<file path="config.mk">
export PLATFORM = sky130hd
export DESIGN_NAME = length_prefixed_arg_deframer_flat
export DESIGN_NICKNAME = d
export VERILOG_FILES = /design/src/design/lpad_pkg.sv /design/src/design/lpad_in_if.sv /design/src/design/lpad_out_if.sv /design/src/design/lpad_parse.sv /design/src/design/lpad_outq.sv /design/src/design/length_prefixed_arg_deframer.sv /design/src/flat_wrapper.sv
export SDC_FILE = /design/constraint.sdc
export NUM_CORES = 1
export LEC_CHECK = 0
export ABC_CLOCK_PERIOD_IN_PS = 4700
export BUFFER_PORTS_ARGS = -buffer_cell sky130_fd_sc_hd__buf_2
export CORE_ASPECT_RATIO = 1.25
export CORE_MARGIN = 2
export CORE_UTILIZATION = 55
export DETAILED_ROUTE_END_ITERATION = 16
export HOLD_SLACK_MARGIN = 0.06
export PLACE_DENSITY = 0.75
export SYNTH_ARGS = -nofsm -noshare
export SYNTH_HDL_FRONTEND = slang
export SYNTH_SLANG_ARGS = --single-unit
</file>
<file path="constraint.sdc">
create_clock -name clk -period 4.7 [get_ports clk]
set_input_delay 0.705 -clock clk [delete_from_list [all_inputs] [get_ports clk]]
set_output_delay 0.705 -clock clk [all_outputs]
set_load 0.05 [all_outputs]
</file>
<file path="src/design/lpad_pkg.sv">
// shared types and constants for the length-prefixed argument deframer
`timescale 1ns / 1ps
`default_nettype none

package lpad_pkg;

	// default upper bound on the argument count of one frame
	localparam int ARG_LIMIT_DEF = 1024;

	// result queue depth
	localparam int OUTQ_DEPTH = 4;

	// result kinds
	localparam logic [1:0] KIND_ARG_BYTE  = 2'd0;
	localparam logic [1:0] KIND_ARG_EMPTY = 2'd1;
	localparam logic [1:0] KIND_ACCEPT    = 2'd2;
	localparam logic [1:0] KIND_REJECT    = 2'd3;

	// error codes
	localparam logic [1:0] ERR_NONE      = 2'd0;
	localparam logic [1:0] ERR_TOO_MANY  = 2'd1;
	localparam logic [1:0] ERR_TRUNCATED = 2'd2;
	localparam logic [1:0] ERR_TRAILING  = 2'd3;

	// one result word
	typedef struct packed {
		logic [1:0]  kind;
		logic [1:0]  err;
		logic [9:0]  idx;
		logic [7:0]  data;
		logic        arg_end;
		logic [10:0] count;
		logic        last;
	} lpad_result_t;

	// results produced by one accepted byte: n of them, r0 first
	typedef struct packed {
		logic [1:0]   n;
		lpad_result_t r0;
		lpad_result_t r1;
	} lpad_push_t;

endpackage

`default_nettype wire

</file>
<file path="src/design/lpad_in_if.sv">
// byte channel into the deframer
`timescale 1ns / 1ps
`default_nettype none

interface lpad_in_if;
	logic       valid;
	logic       ready;
	logic [7:0] data_byte;
	logic       frame_last;

	modport source(output valid, output data_byte, output frame_last, input ready);
	modport sink(input valid, input data_byte, input frame_last, output ready);
endinterface

`default_nettype wire

</file>
<file path="src/design/lpad_out_if.sv">
// result channel out of the deframer
`timescale 1ns / 1ps
`default_nettype none

interface lpad_out_if;
	logic        valid;
	logic        ready;
	logic [1:0]  result_kind;
	logic [1:0]  error_code;
	logic [9:0]  arg_index;
	logic [7:0]  arg_byte;
	logic        arg_end;
	logic [10:0] arg_count;
	logic        last;

	modport source(output valid, output result_kind, output error_code, output arg_index,
		output arg_byte, output arg_end, output arg_count, output last, input ready);
	modport sink(input valid, input result_kind, input error_code, input arg_index,
		input arg_byte, input arg_end, input arg_count, input last, output ready);
endinterface

`default_nettype wire

</file>
<file path="src/design/lpad_parse.sv">
// frame parser: per-byte state update and result generation
`timescale 1ns / 1ps
`default_nettype none

module lpad_parse #(
	parameter int ARG_LIMIT = lpad_pkg::ARG_LIMIT_DEF
) (
	input  wire logic               clk,
	input  wire logic               arst_n,
	input  wire logic               accept,
	input  wire logic [7:0]         data_byte,
	input  wire logic               frame_last,
	output lpad_pkg::lpad_push_t    push
);
	import lpad_pkg::*;

	localparam int CNT_W = $clog2(ARG_LIMIT + 1);

	// parser phases
	localparam logic [1:0] PH_COUNT = 2'd0;
	localparam logic [1:0] PH_LEN   = 2'd1;
	localparam logic [1:0] PH_DATA  = 2'd2;
	localparam logic [1:0] PH_DONE  = 2'd3;

	logic [1:0]       phase_q, phase_n;
	logic [1:0]       pos_q, pos_n;
	logic [23:0]      accum_q, accum_n;
	logic [31:0]      left_q, left_n;
	logic [CNT_W-1:0] expected_q, expected_n;
	logic [CNT_W-1:0] done_q, done_n;
	logic [1:0]       perr_q, perr_n;

	logic [31:0]      word;
	logic             field_full;
	logic [CNT_W:0]   done_inc;
	logic             data_vld;
	logic             data_end;
	lpad_result_t     data_res;
	lpad_result_t     fin_res;

	assign word       = {data_byte, accum_q};
	assign field_full = (pos_q == 2'd3);
	assign done_inc   = {1'b0, done_q} + 1'b1;
	assign data_end   = (left_q <= 32'd1);

	// next state and results for the byte on the input
	always_comb begin
		phase_n    = phase_q;
		pos_n      = pos_q;
		accum_n    = accum_q;
		left_n     = left_q;
		expected_n = expected_q;
		done_n     = done_q;
		perr_n     = perr_q;
		data_vld   = 1'b0;
		data_res   = '0;
		fin_res    = '0;
		push       = '0;

		if (perr_q == ERR_NONE) begin
			// length and count fields: collect little-endian bytes
			if (phase_q == PH_COUNT || phase_q == PH_LEN) begin
				pos_n = pos_q + 2'd1;
				case (pos_q)
					2'd0: accum_n[7:0]   = data_byte;
					2'd1: accum_n[15:8]  = data_byte;
					2'd2: accum_n[23:16] = data_byte;
					default: accum_n     = '0;
				endcase
			end
			case (phase_q)
				PH_COUNT: begin
					if (field_full) begin
						if (word > 32'(ARG_LIMIT)) begin
							perr_n = ERR_TOO_MANY;
						end else begin
							expected_n = word[CNT_W-1:0];
							done_n     = '0;
							phase_n    = (word == 32'd0) ? PH_DONE : PH_LEN;
						end
					end
				end
				PH_LEN: begin
					if (field_full) begin
						if (word == 32'd0) begin
							data_vld         = 1'b1;
							data_res.kind    = KIND_ARG_EMPTY;
							data_res.idx     = 10'(done_q);
							data_res.arg_end = 1'b1;
							done_n  = done_inc[CNT_W-1:0];
							phase_n = (done_inc >= {1'b0, expected_q}) ? PH_DONE : PH_LEN;
						end else begin
							left_n  = word;
							phase_n = PH_DATA;
						end
					end
				end
				PH_DATA: begin
					data_vld         = 1'b1;
					data_res.kind    = KIND_ARG_BYTE;
					data_res.idx     = 10'(done_q);
					data_res.data    = data_byte;
					data_res.arg_end = data_end;
					left_n = data_end ? 32'd0 : left_q - 32'd1;
					if (data_end) begin
						done_n  = done_inc[CNT_W-1:0];
						phase_n = (done_inc >= {1'b0, expected_q}) ? PH_DONE : PH_LEN;
					end
				end
				default: begin
					perr_n = ERR_TRAILING;
				end
			endcase
		end

		// frame verdict from the updated state
		fin_res.last = 1'b1;
		if (perr_n != ERR_NONE) begin
			fin_res.kind = KIND_REJECT;
			fin_res.err  = perr_n;
		end else if (phase_n != PH_DONE) begin
			fin_res.kind = KIND_REJECT;
			fin_res.err  = ERR_TRUNCATED;
		end else begin
			fin_res.kind  = KIND_ACCEPT;
			fin_res.count = 11'(expected_n);
		end

		// order the results: data first, verdict last
		if (accept) begin
			if (frame_last) begin
				if (data_vld) begin
					push.n  = 2'd2;
					push.r0 = data_res;
					push.r1 = fin_res;
				end else begin
					push.n  = 2'd1;
					push.r0 = fin_res;
				end
			end else if (data_vld) begin
				push.n       = 2'd1;
				push.r0      = data_res;
				push.r0.last = 1'b1;
			end
		end
	end

	// parser state, back to reset values at the end of each frame
	always_ff @(posedge clk or negedge arst_n) begin
		if (!arst_n) begin
			phase_q    <= PH_COUNT;
			pos_q      <= '0;
			accum_q    <= '0;
			left_q     <= '0;
			expected_q <= '0;
			done_q     <= '0;
			perr_q     <= ERR_NONE;
		end else if (accept) begin
			if (frame_last) begin
				phase_q    <= PH_COUNT;
				pos_q      <= '0;
				accum_q    <= '0;
				left_q     <= '0;
				expected_q <= '0;
				done_q     <= '0;
				perr_q     <= ERR_NONE;
			end else begin
				phase_q    <= phase_n;
				pos_q      <= pos_n;
				accum_q    <= accum_n;
				left_q     <= left_n;
				expected_q <= expected_n;
				done_q     <= done_n;
				perr_q     <= perr_n;
			end
		end
	end

endmodule

`default_nettype wire

</file>
<file path="src/design/lpad_outq.sv">
// result queue: takes up to two words per cycle, hands out one
`timescale 1ns / 1ps
`default_nettype none

module lpad_outq (
	input  wire logic             clk,
	input  wire logic             arst_n,
	input  lpad_pkg::lpad_push_t  push,
	output logic                  room,
	lpad_out_if.source            results
);
	import lpad_pkg::*;

	localparam int PTR_W = $clog2(OUTQ_DEPTH);
	localparam int CW    = $clog2(OUTQ_DEPTH + 1);

	lpad_result_t     entry_q [OUTQ_DEPTH];
	logic [PTR_W-1:0] wr_ptr_q, rd_ptr_q;
	logic [PTR_W-1:0] wr_nxt;
	logic [CW-1:0]    count_q;
	logic             pop;
	lpad_result_t     head;

	assign wr_nxt = wr_ptr_q + PTR_W'(1);
	assign pop    = results.valid && results.ready;
	assign room   = (count_q <= CW'(OUTQ_DEPTH - 2));
	assign head   = entry_q[rd_ptr_q];

	// head of the queue drives the channel
	assign results.valid       = (count_q != '0);
	assign results.result_kind = head.kind;
	assign results.error_code  = head.err;
	assign results.arg_index   = head.idx;
	assign results.arg_byte    = head.data;
	assign results.arg_end     = head.arg_end;
	assign results.arg_count   = head.count;
	assign results.last        = head.last;

	// storage
	always_ff @(posedge clk) begin
		if (push.n != 2'd0) begin
			entry_q[wr_ptr_q] <= push.r0;
		end
		if (push.n == 2'd2) begin
			entry_q[wr_nxt] <= push.r1;
		end
	end

	// pointers and fill level
	always_ff @(posedge clk or negedge arst_n) begin
		if (!arst_n) begin
			wr_ptr_q <= '0;
			rd_ptr_q <= '0;
			count_q  <= '0;
		end else begin
			wr_ptr_q <= wr_ptr_q + PTR_W'(push.n);
			rd_ptr_q <= rd_ptr_q + PTR_W'(pop);
			count_q  <= count_q + CW'(push.n) - CW'(pop);
		end
	end

endmodule

`default_nettype wire

</file>
<file path="src/design/length_prefixed_arg_deframer.sv">
// top level of the length-prefixed argument deframer
//
// frames: one frame byte per word, frame_last set on the final byte. A frame
//   is a 4-byte little-endian argument count, then per argument a 4-byte
//   little-endian length and its data bytes.
// results: one word per data byte (argument index, end mark), one word per
//   empty argument, and one accept or reject word at the end of the frame.
// Flow: results of a byte go into the result queue when the byte is taken
//   and reach the result channel from there. One byte per cycle while the
//   result queue has room; a final byte that also carries data gives two
//   words, which the result side hands out one after the other.
// A four-word result queue sits between parser and output; frames.ready is
//   high while two entries are free, so a stalled receiver backs the input
//   up once three words are waiting and nothing is lost.
// After an error all bytes up to frame_last are dropped, then one reject
//   word with the first error is given.
// Reset: parser waits for an argument count, result queue is empty.
`timescale 1ns / 1ps
`default_nettype none

module length_prefixed_arg_deframer #(
	parameter int ARG_LIMIT = lpad_pkg::ARG_LIMIT_DEF
) (
	input  wire logic   clk,
	input  wire logic   arst_n,
	lpad_in_if.sink     frames,
	lpad_out_if.source  results
);
	import lpad_pkg::*;

	lpad_push_t push;
	logic       room;
	logic       accept;

	assign frames.ready = room;
	assign accept       = frames.valid && room;

	// per-byte parser
	lpad_parse #(
		.ARG_LIMIT(ARG_LIMIT)
	) u_parse (
		.clk        (clk),
		.arst_n     (arst_n),
		.accept     (accept),
		.data_byte  (frames.data_byte),
		.frame_last (frames.frame_last),
		.push       (push)
	);

	// result queue
	lpad_outq u_outq (
		.clk     (clk),
		.arst_n  (arst_n),
		.push    (push),
		.room    (room),
		.results (results)
	);

	// a frame end always leaves a verdict word waiting
	a_fin_gives_result: assert property (@(posedge clk) disable iff (!arst_n)
		frames.valid && frames.ready && frames.frame_last |=> results.valid)
		else $error("no result after frame end");

	// accept word closes its byte and carries no error
	a_accept_last: assert property (@(posedge clk) disable iff (!arst_n)
		results.valid && results.result_kind == KIND_ACCEPT |->
		results.last && results.error_code == ERR_NONE)
		else $error("malformed accept word");

	// reject word always names an error
	a_reject_err: assert property (@(posedge clk) disable iff (!arst_n)
		results.valid && results.result_kind == KIND_REJECT |->
		results.error_code != ERR_NONE && results.last)
		else $error("reject word without error code");

	// empty argument always ends its argument
	a_empty_end: assert property (@(posedge clk) disable iff (!arst_n)
		results.valid && results.result_kind == KIND_ARG_EMPTY |-> results.arg_end)
		else $error("empty argument without end mark");

endmodule

`default_nettype wire
</file>
<file path="src/flat_wrapper.sv">
// flat-port wrapper written by rule: the top's interface ports become plain ports
module length_prefixed_arg_deframer_flat import lpad_pkg::*;
#(
	parameter int ARG_LIMIT = lpad_pkg::ARG_LIMIT_DEF
)
  (clk, arst_n, frames_valid, frames_data_byte, frames_frame_last, frames_ready, results_valid, results_result_kind, results_error_code, results_arg_index, results_arg_byte, results_arg_end, results_arg_count, results_last, results_ready);
  lpad_in_if frames_i ();
  lpad_out_if results_i ();
  input  wire logic clk;
  input  wire logic arst_n;
  input wire logic [$bits(frames_i.valid)-1:0] frames_valid;
  input wire logic [$bits(frames_i.data_byte)-1:0] frames_data_byte;
  input wire logic [$bits(frames_i.frame_last)-1:0] frames_frame_last;
  output wire logic [$bits(frames_i.ready)-1:0] frames_ready;
  output wire logic [$bits(results_i.valid)-1:0] results_valid;
  output wire logic [$bits(results_i.result_kind)-1:0] results_result_kind;
  output wire logic [$bits(results_i.error_code)-1:0] results_error_code;
  output wire logic [$bits(results_i.arg_index)-1:0] results_arg_index;
  output wire logic [$bits(results_i.arg_byte)-1:0] results_arg_byte;
  output wire logic [$bits(results_i.arg_end)-1:0] results_arg_end;
  output wire logic [$bits(results_i.arg_count)-1:0] results_arg_count;
  output wire logic [$bits(results_i.last)-1:0] results_last;
  input wire logic [$bits(results_i.ready)-1:0] results_ready;
  assign frames_i.valid = frames_valid;
  assign frames_i.data_byte = frames_data_byte;
  assign frames_i.frame_last = frames_frame_last;
  assign frames_ready = frames_i.ready;
  assign results_valid = results_i.valid;
  assign results_result_kind = results_i.result_kind;
  assign results_error_code = results_i.error_code;
  assign results_arg_index = results_i.arg_index;
  assign results_arg_byte = results_i.arg_byte;
  assign results_arg_end = results_i.arg_end;
  assign results_arg_count = results_i.arg_count;
  assign results_last = results_i.last;
  assign results_i.ready = results_ready;
  length_prefixed_arg_deframer #(.ARG_LIMIT(ARG_LIMIT)) u_core (.clk(clk), .arst_n(arst_n), .frames(frames_i), .results(results_i));
endmodule
</file>
==> results.txt <==
- Initial Utilization: 55.6%
- In this run the tool buffered the top-level ports with 49 buffer cells.
* Final non-filler cell area: 0.0132 mm^2
- I/O pins: 50
- Nets@finish: 1,283
- Number of enable flip-flop cells after synthesis: 64
- Detail Route Antenna Nets: 0
* Setup repair after global routing missed its margin: no
- Crit path max fanout: 11
- Using the TritonRoute via totals, the vias-per-cell ratio works out to 6.31.
- Number of synthesized register bits: 231
- Chip height: 168 um
* Average footprint of a synthesized cell: 9.69 um^2
- Counting every sink on the clock net gives 231.
- Category of the worst setup path launch point: register
- Clock-pin slew was measured on the worst setup and hold paths at 0.06 ns.
* Average wire per cell in the routed design: 20.4 um
* Yosys Warn Count: 0
- Entering global routing, the biggest net connects 64 pins.
* Number of antenna violations at the first check in global routing: 1
* Total Negative Setup Slacks: 0 ns
- Status: finished clean
* Worst supply voltage drop on vdd: 0.504 mV
- Summing over every cut layer, the via total after detailed routing is 9,712.
- Leaving out fill and tap cells, the most frequent cell in the layout is sky130_fd_sc_hd__nand2_1.
- The final critical path takes up 90.7% of the cycle.
- At the worst endpoint, the required time is 4.96 ns.
- The tightest min-delay check is of the in -> async type.
- The worst setup path is of the reg -> reg kind.
* First-pass GRT wire length: 50.7 mm
- After synthesis the cells add up to 0.0118 mm^2.
- Max-slew violation total from the final report: 0
* Maximum number of buffers from clock root to sink: 3
* CTS H-Tree Depth: 1
* Total congestion overflow: 0
- Once detailed placement completed, the half-perimeter wirelength came to 21.0 mm.
- At the pin with the least slew margin, the transition time is 1.12 ns.
- STA classifies the critical path endpoint as a register.
- Post-Syn Nets: 1,265
- Reg2Reg Depth: 12
- Count of unresolved DRC violations after routing: 0
* Core Rows: 60
* Post-CTS Resized: 0
- PD cells: 682 mW/mm^2
- The area growth from synthesis to layout is 11.0%.
- Number of buffers added by the clock tree synthesis step: 24
- The worst register-to-register path begins at u_core.u_parse.phase_q[1]$_DFFE_PN0P_.
- Cells with a size suffix above 1 make up 14.1% of the layout.
- Maximum clock rate: 0.235 GHz
- The pre-antenna-repair detailed-routing pass consisted of 6 iterations.
- The final count of hold timing violations is 0.
- Summing internal, switching and leakage power gives 8.97 mW.
- Vias in the first global route: 9,573
- In the synthesized netlist, the number of instances is 1,222.
* Clk Tree Root Cell: sky130_fd_sc_hd__clkbuf_16
- After the first detailed-routing iteration, the DRC count stood at 824.
- At the later pin of the worst-skew pair, clock insertion delay measures 0.52 ns.
* Worst clock skew on the final layout: 0.0149 ns
* Final count of negative-setup-slack endpoints: 0
- Post-CTS timing repair inserted 0 buffers for setup.
* Wirelength, routed: 31.3 mm
- Main flop type after synthesis: sky130_fd_sc_hd__dfrtp_1
- Data on the critical path arrives at its endpoint at 4.52 ns.
- Slew margin rel.: 25.7%
* Total placed instance area: 0.0123 mm^2
* Worst hold slack after final layout: 0.287 ns
- The floorplan step defined a die boundary enclosing 0.0227 mm^2.
- In this run the standard cell core region covers 0.0213 mm^2.
- TritonCTS built the clock tree.
- Layout filler cell count: 1,831
* Count of maximum capacitance violations: 0
* Leakage: 5.18 nW
* Shortest period the worst path allows: 4.26 ns
- The endpoint identified for the worst register-to-register timing path is u_core.u_outq.entry_q[0][9]$_DFFE_PP_.
- Routability-driven placement finished with a final weighted congestion of 0.993.
- Part of the Yosys area used for sequential elements: 48.3%
- Count of unique library cells instantiated by Yosys: 62
* Die W: 135 um
* Global router's overall resource usage: 28.1%
- In the layout the commonest cells are sky130_fd_sc_hd__nand2_1, sky130_fd_sc_hd__o21ai_0, sky130_fd_sc_hd__nand3_1, sky130_fd_sc_hd__dfrtp_1, sky130_fd_sc_hd__dfxtp_1.
- Hold-fix buffers, CTS: 0
- Post-synth ARST share: 39.4%
* Reg-to-reg setup timing slack: 0.44 ns
routing by layer:
layer / share of wire, % / up-vias / track usage [%]
li1: - / 4563 / -
met1: 41 / 4732 / 37.0
met2: 50 / 338 / 47.6
met3: 5.0 / 79 / 3.16
met4: 3.8 / 0 / 11.1
met5: 0 / - / 0
synth_stat cells (12+ instances only):
library cell	number	area share (%)
sky130_fd_sc_hd__a2111oi_0	29	2.1
sky130_fd_sc_hd__a21boi_0	13	0.82
sky130_fd_sc_hd__a21oi_1	44	1.9
sky130_fd_sc_hd__and2_1	12	0.63
sky130_fd_sc_hd__clkbuf_1	74	2.3
sky130_fd_sc_hd__dfrtp_1	91	19
sky130_fd_sc_hd__dfxtp_1	76	13
sky130_fd_sc_hd__edfxtp_1	64	16
sky130_fd_sc_hd__ha_1	29	3.1
sky130_fd_sc_hd__inv_1	32	1.0
sky130_fd_sc_hd__mux4_2	35	6.7
sky130_fd_sc_hd__nand2_1	162	5.1
sky130_fd_sc_hd__nand3_1	116	4.9
sky130_fd_sc_hd__nor2_1	60	1.9
sky130_fd_sc_hd__nor3_1	34	1.4
sky130_fd_sc_hd__nor4_1	17	0.90
sky130_fd_sc_hd__o21ai_0	128	5.4
sky130_fd_sc_hd__o22ai_1	12	0.63
sky130_fd_sc_hd__xor2_1	18	1.3
layout make-up:
cell class,count,area [um^2],share of cell area (%)
Clock inverter,10,128,0.970
Timing Repair Buffer,77,458,3.48
Multi-Input combinational cell,873,5700,43.3
Clock buffer,34,669,5.09
Sequential cell,231,5720,43.5
Antenna cell,1,2.50,0.0190
Tap cell,279,349,2.65
Inverter,33,124,0.942
critical path, stage by stage (launching register included):
cell                        delay [ns]
sky130_fd_sc_hd__dfrtp_1          0.49
sky130_fd_sc_hd__inv_1            0.10
sky130_fd_sc_hd__ha_1             0.52
sky130_fd_sc_hd__nor3b_2          0.37
sky130_fd_sc_hd__nand2_1          0.08
sky130_fd_sc_hd__or4_1            0.44
sky130_fd_sc_hd__nand2_1          0.11
sky130_fd_sc_hd__ha_1             0.17
sky130_fd_sc_hd__nand2_1          0.18
sky130_fd_sc_hd__nor3_1           0.43
sky130_fd_sc_hd__nand3_1          0.15
sky130_fd_sc_hd__a32o_1           0.42
sky130_fd_sc_hd__a2111oi_0        0.54
registers in the layout (all words and copies together) (netlist names):
signal	flops
u_core.u_parse.perr_q	2
u_core.u_parse.accum_q	24
u_core.u_parse.left_q	32
u_core.u_parse.pos_q	2
u_core.u_parse.expected_q	11
u_core.u_outq.entry_q	140
u_core.u_outq.count_q	3
u_core.u_parse.phase_q	2
u_core.u_outq.rd_ptr_q	2
u_core.u_outq.wr_ptr_q	2
u_core.u_parse.done_q	11
power breakdown:
part | switching [mW] | leakage [nW] | internal [mW]
Combinational | 2.66 | 2.43 | 1.42
Sequential | 0.526 | 2.37 | 2.44
Clock | 0.778 | 0.391 | 1.16
how the worst max path moves through the flow:
| stage | from | to | slack (ns) | cells past startpoint |
|---|---|---|---|---|
| after floorplan | frames_data_byte[7] | u_core.u_outq.entry_q[0][0]$_DFFE_PP_ | 1.06 | 10 |
| after global placement | u_core.u_parse.phase_q[1]$_DFFE_PN0P_ | u_core.u_outq.entry_q[0][2]$_DFFE_PP_ | 0.71 | 12 |
| after detailed placement | u_core.u_parse.phase_q[1]$_DFFE_PN0P_ | u_core.u_outq.entry_q[0][9]$_DFFE_PP_ | 0.38 | 12 |
| after CTS | u_core.u_parse.phase_q[1]$_DFFE_PN0P_ | u_core.u_outq.entry_q[0][9]$_DFFE_PP_ | 0.34 | 12 |
| after global routing | u_core.u_parse.phase_q[1]$_DFFE_PN0P_ | u_core.u_outq.entry_q[1][9]$_DFFE_PP_ | 0.14 | 12 |
| final | u_core.u_parse.phase_q[1]$_DFFE_PN0P_ | u_core.u_outq.entry_q[0][9]$_DFFE_PP_ | 0.44 | 12 |
per-stage QoR:
stage,utilization (%),setup slack (ns),cells
after CTS,61.7,0.340,1537
after global routing,61.7,0.143,1537
final,61.7,0.436,1538
after global placement,57.9,0.708,1493
after detailed placement,57.9,0.376,1493
after floorplan,-,1.06,1222
logic make-up (layout without fill, tap and decap cells):
family	Yosys count	in the layout	share of synthesized area (%)
other	0	1	0
DFF	231	231	48.3
and+or+nand+nor	465	465	18.7
adders and majority gates	30	30	3.23
AOI/OAI and AO/OA	313	313	17.1
muxes	37	37	6.83
buffers and inverters	118	154	3.77
xor gates and xnor gates	28	28	2.07
Power figures use the tool's default switching activity.
